`src/design/ilffa_pkg.sv`:
```
// Types and constants shared by the first-fit allocator modules.
// No dependencies.
`timescale 1ns / 1ps
package ilffa_pkg;
    localparam logic [1:0] FUNC_INIT    = 2'd0;
    localparam logic [1:0] FUNC_ALLOC   = 2'd1;
    localparam logic [1:0] FUNC_FREE    = 2'd2;
    localparam logic [1:0] FUNC_REALLOC = 2'd3;

    localparam logic [1:0] ST_OK      = 2'd0;
    localparam logic [1:0] ST_FAIL    = 2'd1;
    localparam logic [1:0] ST_REFUSED = 2'd2;

    // datapath commands from the controller
    typedef struct packed {
        logic start_walk;  // clear offset and index, issue read of entry 0
        logic step_walk;   // advance past current header, issue next read
        logic do_init;
        logic take_block;  // commit allocation at current index
        logic release_blk; // free block at saved index
        logic save_found;  // remember current index as the located block
    } ilffa_cmd_t;

    // datapath status to the controller
    typedef struct packed {
        logic walk_end;    // index reached block_count
        logic fits;        // current header free and large enough
        logic addr_hit;    // current payload offset equals addr
        logic hdr_inuse;
        logic found_fits;  // located block already holds req bytes
        logic req_bad;
        logic init_short;
    } ilffa_stat_t;
endpackage

```
`src/design/ilffa_ctrl.sv`:
```
// Sequencer of the allocator: walks headers, decides outcomes, holds the result beat.
// Depends on ilffa_pkg.
`timescale 1ns / 1ps
module ilffa_ctrl import ilffa_pkg::*; (
    input  logic        aclk,
    input  logic        aresetn,
    input  logic        in_fire,
    input  logic [1:0]  func,
    input  logic [11:0] addr,
    input  logic [12:0] req_size,
    input  logic        out_fire,
    input  ilffa_stat_t stat,
    input  logic [11:0] cur_addr,
    output ilffa_cmd_t  cmd,
    output logic        busy,
    output logic        res_valid,
    output logic [1:0]  res_status,
    output logic [11:0] res_addr,
    output logic        res_moved
);
    localparam logic [2:0] S_IDLE = 3'd0, S_DISP = 3'd1, S_FIND = 3'd2,
                           S_ALLOC = 3'd3, S_DONE = 3'd4, S_FREE = 3'd5;
    logic [2:0]  state_reg, state_next;
    logic [1:0]  func_reg, st_reg, st_next;
    logic [11:0] ba_reg, ba_next;
    logic        mv_reg, mv_next, realloc_reg, realloc_next;

    assign busy = state_reg != S_IDLE;
    assign res_valid = state_reg == S_DONE;
    assign res_status = st_reg;
    assign res_addr = ba_reg;
    assign res_moved = mv_reg;

    always_comb begin
        cmd = '0; state_next = state_reg; st_next = st_reg; ba_next = ba_reg;
        mv_next = mv_reg; realloc_next = realloc_reg;
        unique case (state_reg)
            S_IDLE: if (in_fire) begin
                state_next = S_DISP; st_next = ST_OK; ba_next = '0; mv_next = 1'b0;
            end
            S_DISP: begin
                unique case (func_reg)
                    FUNC_INIT: begin
                        if (stat.init_short) st_next = ST_FAIL;
                        else cmd.do_init = 1'b1;
                        state_next = S_DONE;
                    end
                    FUNC_ALLOC: begin
                        realloc_next = 1'b0;
                        if (stat.req_bad) begin
                            st_next = ST_FAIL; state_next = S_DONE;
                        end else begin
                            cmd.start_walk = 1'b1; state_next = S_ALLOC;
                        end
                    end
                    default: begin
                        if (addr == 12'd0) begin
                            if (func_reg == FUNC_FREE) state_next = S_DONE;
                            else if (stat.req_bad) begin
                                st_next = ST_FAIL; state_next = S_DONE;
                            end else begin
                                realloc_next = 1'b0;
                                cmd.start_walk = 1'b1; state_next = S_ALLOC;
                            end
                        end else begin
                            cmd.start_walk = 1'b1; state_next = S_FIND;
                        end
                    end
                endcase
            end
            S_FIND: begin
                if (stat.walk_end) begin
                    st_next = ST_REFUSED; state_next = S_DONE;
                end else if (stat.addr_hit) begin
                    if (!stat.hdr_inuse) begin
                        st_next = ST_REFUSED; state_next = S_DONE;
                    end else begin
                        cmd.save_found = 1'b1; state_next = S_FREE;
                    end
                end else cmd.step_walk = 1'b1;
            end
            S_FREE: begin
                if (func_reg == FUNC_FREE) begin
                    cmd.release_blk = 1'b1; state_next = S_DONE;
                end else if (req_size == 13'd0) begin
                    cmd.release_blk = 1'b1; st_next = ST_FAIL; state_next = S_DONE;
                end else if (stat.found_fits) begin
                    ba_next = addr; state_next = S_DONE;
                end else if (stat.req_bad) begin
                    st_next = ST_FAIL; state_next = S_DONE;
                end else begin
                    realloc_next = 1'b1; cmd.start_walk = 1'b1; state_next = S_ALLOC;
                end
            end
            S_ALLOC: begin
                if (stat.walk_end) begin
                    st_next = ST_FAIL; state_next = S_DONE;
                end else if (stat.fits) begin
                    cmd.take_block = 1'b1; ba_next = cur_addr;
                    if (realloc_reg) begin
                        // free old one next cycle (separate write port use)
                        mv_next = 1'b1; state_next = S_FREE;
                        realloc_next = 1'b0;
                    end else state_next = S_DONE;
                end else cmd.step_walk = 1'b1;
            end
            S_DONE: if (out_fire) state_next = S_IDLE;
            default: state_next = S_IDLE;
        endcase
        // second S_FREE visit after moved realloc: release old block
        if (state_reg == S_FREE && mv_reg) begin
            cmd = '0; cmd.release_blk = 1'b1; st_next = ST_OK; ba_next = ba_reg;
            state_next = S_DONE; realloc_next = 1'b0;
        end
    end

    always_ff @(posedge aclk) begin
        if (!aresetn) begin
            state_reg <= S_IDLE; realloc_reg <= 1'b0;
        end else begin
            state_reg <= state_next; realloc_reg <= realloc_next;
        end
    end
    always_ff @(posedge aclk) begin
        if (in_fire && state_reg == S_IDLE) func_reg <= func;
        st_reg <= st_next; ba_reg <= ba_next; mv_reg <= mv_next;
    end
endmodule

```
`config.mk`:
```
export PLATFORM = sky130hd
export DESIGN_NAME = ilffa_ctrl
export DESIGN_NICKNAME = d
export VERILOG_FILES = /design/src/design/ilffa_pkg.sv /design/src/design/ilffa_ctrl.sv
export SDC_FILE = /design/constraint.sdc
export NUM_CORES = 1
export LEC_CHECK = 0
export BUFFER_PORTS_ARGS = -buffer_cell sky130_fd_sc_hd__buf_2
export CAP_MARGIN = 10
export CORE_MARGIN = 5
export CORE_UTILIZATION = 40
export DETAILED_ROUTE_END_ITERATION = 10
export PLACE_DENSITY = 0.78
export SETUP_SLACK_MARGIN = 0.15
export SYNTH_ARGS = -nofsm -noshare
export SYNTH_HDL_FRONTEND = slang
export SYNTH_SLANG_ARGS = --single-unit
```
`constraint.sdc`:
```
create_clock -name aclk -period 2.3 [get_ports aclk]
set_input_delay 0.115 -clock aclk [delete_from_list [all_inputs] [get_ports aclk]]
set_output_delay 0.115 -clock aclk [all_outputs]
set_load 0.01 [all_outputs]
```
==> results.toml, run 1 <==
[outcome]
outcome = "finished clean"

[finish]
largest_reg_flops = 12
finalInstanceArea_sq_um = 1960
multi_input_area_sq_um = 758
syn_to_final_growth_pct = 43.0
num-fill-cells = 303
fin_nets = 281
layout-drive-gt1-share_pct = 45.7
register_area_sq_um = 572
num_antenna_cells = 0
post-route-util_pct = 58.8

[floorplanning]
coreArea_sq_um = 3340
die_w_um = 68.6
io_pins = 73
die-area_sq_um = 4700
initial_core_util_pct = 41.1
die_h_um = 68.6
rows = 21

[run]
drv_cap = 0

[detailed_routing]
vias = 1531
firstDrtPassIters = 4
wl_per_cell_um = 15.3
avgViaCountPerCell = 5.55
drt_iter0_drc = 111
drc = 0
ant_nets = 0
routed_wirelength_mm = 4.22

[timing]
rsz0062_at_grt = "false"
max_freq_mhz = 471
fin_setup_tns_ns = 0
skew_ns = 0.0170
timing.slew.headroom_pct = 30.5
finalCriticalPeriod_ns = 2.12
hold_viol_final = 0
worstMarginPinSlew_ns = 1.04
hold_slack_ns = 0.0666
fin_crit_sh_pct = 92.2
slew_violations = 0
setup-violations-final = 0

[worst_setup_path]
r2r_end = "res_addr[11]"
endpoint = "cmd[5]"
cp_num_buf_inv = 2
critPathKind = "reg2out"
startpoint = "func_reg[1]"
worstPathRequired_ns = 2.18
r2r_slack_ns = 0.28
critPathCaptureType = "output pin"
rr_worst_depth = 4
cp-start-kind = "flop"
cp_slowest_cell = "edfxtp_1"
path_cells = "nor2b_4 > buf_6 > or3_4 > nor3_4 > a21oi_2 > nor3b_2 > buf_2"
path_depth = 7
arrival_ns = 2.01
worstReg2RegStart = "state_reg[2]"
path_max_fanout = 3
cp_top_family = "simple AND/OR/NAND/NOR gates"
cp_slowest_stage_delay_ns = 0.41

[power_and_ir_drop]
p_seq_share_pct = 37.2
leakage_uw = 0.000874
p_switching_uw = 675
total_power_uw = 1690
p_comb_share_pct = 52.3
ir_drop_v = 0.000428
swShare_pct = 40.0
power.density_nw_per_um2 = 860
intPower_uw = 1010
clkPwrFrac_pct = 10.5

[synthesis]
syn_nets = 193
yosys_warnings = 0
seq_area_frac_synth_pct = 41.6
async_flop_share_pct = 0
synthFlopType = "edfxtp_1"
synth_edf_count = 15
syn_area_sq_um = 1370
ys_ff_latch = 21
synth_cell_type_count = 49
synthCells = 143
avgSynthCellArea_sq_um = 9.59

[cts]
cts_max_level = 1
clock_latency_ns = 0.31
cts_buffers = 3
clk_pin_slew_ns = 0.13
root_buffer = "clkbuf_4"
cts_tree = "built"
cts.sinks = 21
cts_buffer_depth = 2

[global_route]
grt_first_pass_wirelength_mm = 6.29
track_usage_pct = 17.4
grt_pass1_vias = 1390
grt_max_degree = 16
antenna_found_initial = 0
grt_overflow = 0

[placed_design]
place_hpwl_mm = 3.27
globalplace.congestion = 0.921
port_buffers = 72
placed_cell_area_sq_um = 1820

[min_path]
min_path_type = "in2reg"
min_path_cells = 2
-- power groups by stage --
stage / clock network, uW / registers [uW] / logic [uW]
floorplan: 0 / 658 / 485
global placement: 0 / 629 / 801
detailed placement: 0 / 632 / 806
CTS: 178 / 622 / 812
global route: 197 / 643 / 965
finish: 176 / 628 / 883
-- cells by family (layout without fill, tap and decap cells) --
| family | Yosys count | after routing | share of synthesized area [%] |
|---|---|---|---|
| buffers and inverters | 16 | 103 | 5.84 |
| and+or+nand+nor | 60 | 60 | 25.3 |
| AOI/OAI and AO/OA | 46 | 46 | 27.3 |
| DFF | 21 | 21 | 41.6 |
-- worst register-to-register path, delay by kind of cell, from the launching register on --
kind               cells  cell delay [ns]
DFF                    1             0.40
and+or+nand+nor        2             0.36
AOI/OAI and AO/OA      2             0.88
-- how the worst min path moves through the flow --
| stage | start | to | slack, ns |
|---|---|---|---|
| after global placement | func[0] | func_reg[0] | 0.29 |
| after floorplan | func[0] | func_reg[0] | 0.21 |
| after CTS | aresetn | realloc_reg | 0.06 |
| after global routing | aresetn | state_reg[0] | 0.07 |
| after detailed placement | func[0] | func_reg[0] | 0.29 |
| final | aresetn | state_reg[0] | 0.07 |
-- area by class of cell --
class / instances / share of cell area [%]
clock buffer: 3 / 1.15
multi-input combinational: 106 / 38.7
sequential: 21 / 29.2
timing repair buffer: 92 / 26.5
clock inverter: 1 / 0.255
tap: 46 / 2.94
inverter: 7 / 1.34
-- metal layers --
metal	vias up	global-route usage, %	share of wire (%)
met5	-	0	0
met4	0	1.99	1.7
met3	10	5.02	13
met2	113	27.5	43
met1	673	24.3	42
li1	735	-	-
-- synthesized netlist by cell type, drive strengths merged, types with 2 or more instances --
| master | number | area, sq um |
|---|---|---|
| a211oi | 2 | 15.0 |
| a21boi | 3 | 22.5 |
| a21o | 2 | 15.0 |
| a21oi | 7 | 35.0 |
| a22o | 12 | 105 |
| and2 | 5 | 31.3 |
| and3 | 2 | 12.5 |
| buf | 7 | 46.3 |
| clkbuf | 2 | 7.51 |
| dfxtp | 6 | 120 |
| edfxtp | 15 | 450 |
| inv | 7 | 26.3 |
| nand2 | 7 | 26.3 |
| nand2b | 4 | 25.0 |
| nand3 | 3 | 15.0 |
| nand3b | 2 | 15.0 |
| nor2 | 9 | 33.8 |
| nor2b | 3 | 18.8 |
| nor3 | 6 | 30.0 |
| nor3b | 4 | 30.0 |
| nor4 | 6 | 37.5 |
| o21ai | 4 | 20.0 |
| o22ai | 2 | 18.8 |
| o311ai | 4 | 35.0 |
| or3 | 2 | 12.5 |
-- layout by cell type, fill, tap and decap left out, drive strengths merged, types with 2 or more instances in the layout --
cell	netlist	layout
a211oi	2	2
a21boi	3	3
a21o	2	2
a21oi	7	7
a22o	12	12
and2	5	5
and3	2	2
buf	7	90
clkbuf	2	3
dfxtp	6	6
dlygate4sd3	0	2
edfxtp	15	15
inv	7	7
nand2	7	7
nand2b	4	4
nand3	3	3
nand3b	2	2
nor2	9	9
nor2b	3	3
nor3	6	6
nor3b	4	4
nor4	6	6
o21ai	4	4
o22ai	2	2
o311ai	4	4
or3	2	2
-- stage by stage --
step | setup slack [ns] | instances
2_1_floorplan | 0.206 | 143
4_1_cts | 0.214 | 269
6_report | 0.179 | 276
3_5_place_dp | 0.289 | 263
5_1_grt | 0.101 | 276
3_3_place_gp | 0.311 | 263
-- timing repair --
item / in CTS / in global routing
resized for setup: 1 / 9
pin swaps: 0 / 3
endpoints found under the hold margin: 2 / 0
endpoints found under the setup margin: 1 / 1
buffers inserted: 0 / 7
hold buffers: 2 / 0
(Power assumes the default switching activity.)
==> run 2: changes to the inputs <==
--- a/config.mk
+++ b/config.mk
@@ -7,7 +7,7 @@
 export LEC_CHECK = 0
 export BUFFER_PORTS_ARGS = -buffer_cell sky130_fd_sc_hd__buf_2
 export CAP_MARGIN = 10
-export CORE_MARGIN = 5
+export CORE_MARGIN = 8
 export CORE_UTILIZATION = 40
 export DETAILED_ROUTE_END_ITERATION = 10
 export PLACE_DENSITY = 0.78
==> results.toml, run 2 (synthesis gave the netlist of run 1 again) <==
[global_route]
grt_max_degree = 16
track_usage_pct = 15.0
grt_overflow = 0
grt_first_pass_wirelength_mm = 6.55
grt_pass1_vias = 1419
antenna_found_initial = 0

[worst_setup_path]
startpoint = "func_reg[1]"
rr_worst_depth = 6
cp-start-kind = "flop"
worstPathRequired_ns = 2.18
arrival_ns = 1.98
critPathKind = "reg2out"
endpoint = "cmd[5]"
r2r_end = "res_status[0]"
worstReg2RegStart = "state_reg[0]"
path_max_fanout = 3
r2r_slack_ns = 0.40
critPathCaptureType = "output pin"

[finish]
fin_nets = 274
num-fill-cells = 320
final_common_cell = "buf_2"
syn_to_final_growth_pct = 38.9
register_area_sq_um = 571
layout-drive-gt1-share_pct = 43.9
num_antenna_cells = 0
largest_reg_flops = 12
multi_input_area_sq_um = 759
final_cell_mix = "72 x buf_2, 15 x edfxtp_1, 12 x a22o_1"

[cts]
cts_max_level = 1
root_buffer = "clkbuf_4"
clock_latency_ns = 0.31
cts_tree = "built"
cts_buffer_depth = 2
cts_buffers = 3
clk_pin_slew_ns = 0.12
cts.sinks = 21

[timing]
rsz0062_at_grt = "true"
hold_slack_ns = 0.0865
max_freq_mhz = 477
setup-violations-final = 0
finalCriticalPeriod_ns = 2.10
fin_setup_tns_ns = 0
worstMarginPinSlew_ns = 0.605
timing.slew.headroom_pct = 59.7
hold_viol_final = 0
slew_violations = 0
skew_ns = 0.00290
fin_crit_sh_pct = 91.2

[floorplanning]
die_w_um = 74.6
io_pins = 73
coreArea_sq_um = 3310
die-area_sq_um = 5560
die_h_um = 74.6
rows = 21
initial_core_util_pct = 41.4

[detailed_routing]
avgViaCountPerCell = 5.43
drc = 0
routed_wirelength_mm = 4.18
drt_iter0_drc = 50
wl_per_cell_um = 15.5
ant_nets = 0
vias = 1461
firstDrtPassIters = 4

[placed_design]
port_buffers = 72
globalplace.congestion = 0.926
place_hpwl_mm = 3.35

[outcome]
outcome = "finished clean"

[power_and_ir_drop]
intPower_uw = 979
p_comb_share_pct = 51.4
ir_drop_v = 0.000345
total_power_uw = 1640
clkPwrFrac_pct = 10.8
p_switching_uw = 665
swShare_pct = 40.5
p_seq_share_pct = 37.8
power.density_nw_per_um2 = 863
leakage_uw = 0.000836

[min_path]
min_path_cells = 2
min_path_type = "in2reg"

[run]
drv_cap = 0
-- run 2: cell count changes in the layout (fill, tap and decap cells not counted), sizes merged --
cell,before,now
buf,90,83
-- run 2: worst min path at each step --
| stage | from | end | slack, ns |
|---|---|---|---|
| finish | aresetn | state_reg[0] | 0.09 |
| CTS | aresetn | state_reg[0] | 0.07 |
| detailed placement | func[1] | func_reg[1] | 0.29 |
| global placement | func[0] | func_reg[0] | 0.30 |
| floorplan | func[0] | func_reg[0] | 0.21 |
| global route | aresetn | state_reg[0] | 0.07 |
-- run 2: stage by stage --
step | setup slack (ns) | area, sq um | std cells | util (%)
2_1_floorplan | 0.206 | 1370 | 143 | -
6_report | 0.202 | 1900 | 269 | 57.5
5_1_grt | 0.0328 | 1900 | 269 | 57.5
4_1_cts | 0.166 | 1860 | 268 | 56.3
3_3_place_gp | 0.249 | 1810 | 262 | 54.7
3_5_place_dp | 0.189 | 1810 | 262 | 54.7
-- run 2: metal layers --
layer | track usage [%] | share of wire [%] | wire length (um)
met1 | 19.1 | 41 | 1730
met2 | 22.7 | 44 | 1830
met3 | 4.58 | 14 | 568
met4 | 6.52 | 1.3 | 55
met5 | 0 | 0 | 0
-- run 2: cell type report --
| class | instances | share of cell area (%) |
|---|---|---|
| multi-input combinational | 106 | 39.9 |
| sequential | 21 | 30.0 |
| timing repair buffer | 85 | 24.3 |
| tap | 46 | 3.02 |
| inverter | 7 | 1.38 |
| clock buffer | 3 | 1.18 |
| clock inverter | 1 | 0.263 |
-- run 2: timing repair --
| item | 4_1_cts | 5_1_grt |
|---|---|---|
| endpoints found under the hold margin | 2 | 0 |
| endpoints found under the setup margin | 1 | 13 |
| hold buffers | 2 | 0 |
| buffers inserted | 0 | 1 |
| pin swaps | 0 | 2 |
| resized for setup | 1 | 7 |
-- run 2: worst max-delay path, cell delays in order (launching register included) --
cell,delay (ns)
edfxtp_1,0.40
nor2b_2,0.17
buf_4,0.15
or3_4,0.34
nor3_4,0.19
a21oi_2,0.07
nor3b_2,0.20
buf_2,0.16
-- run 2: power groups by stage --
stage	clock network, uW	logic (uW)	registers, uW
2_1_floorplan	0	485	658
3_3_place_gp	0	807	623
3_5_place_dp	0	808	630
4_1_cts	183	820	621
5_1_grt	200	934	636
6_report	178	844	621
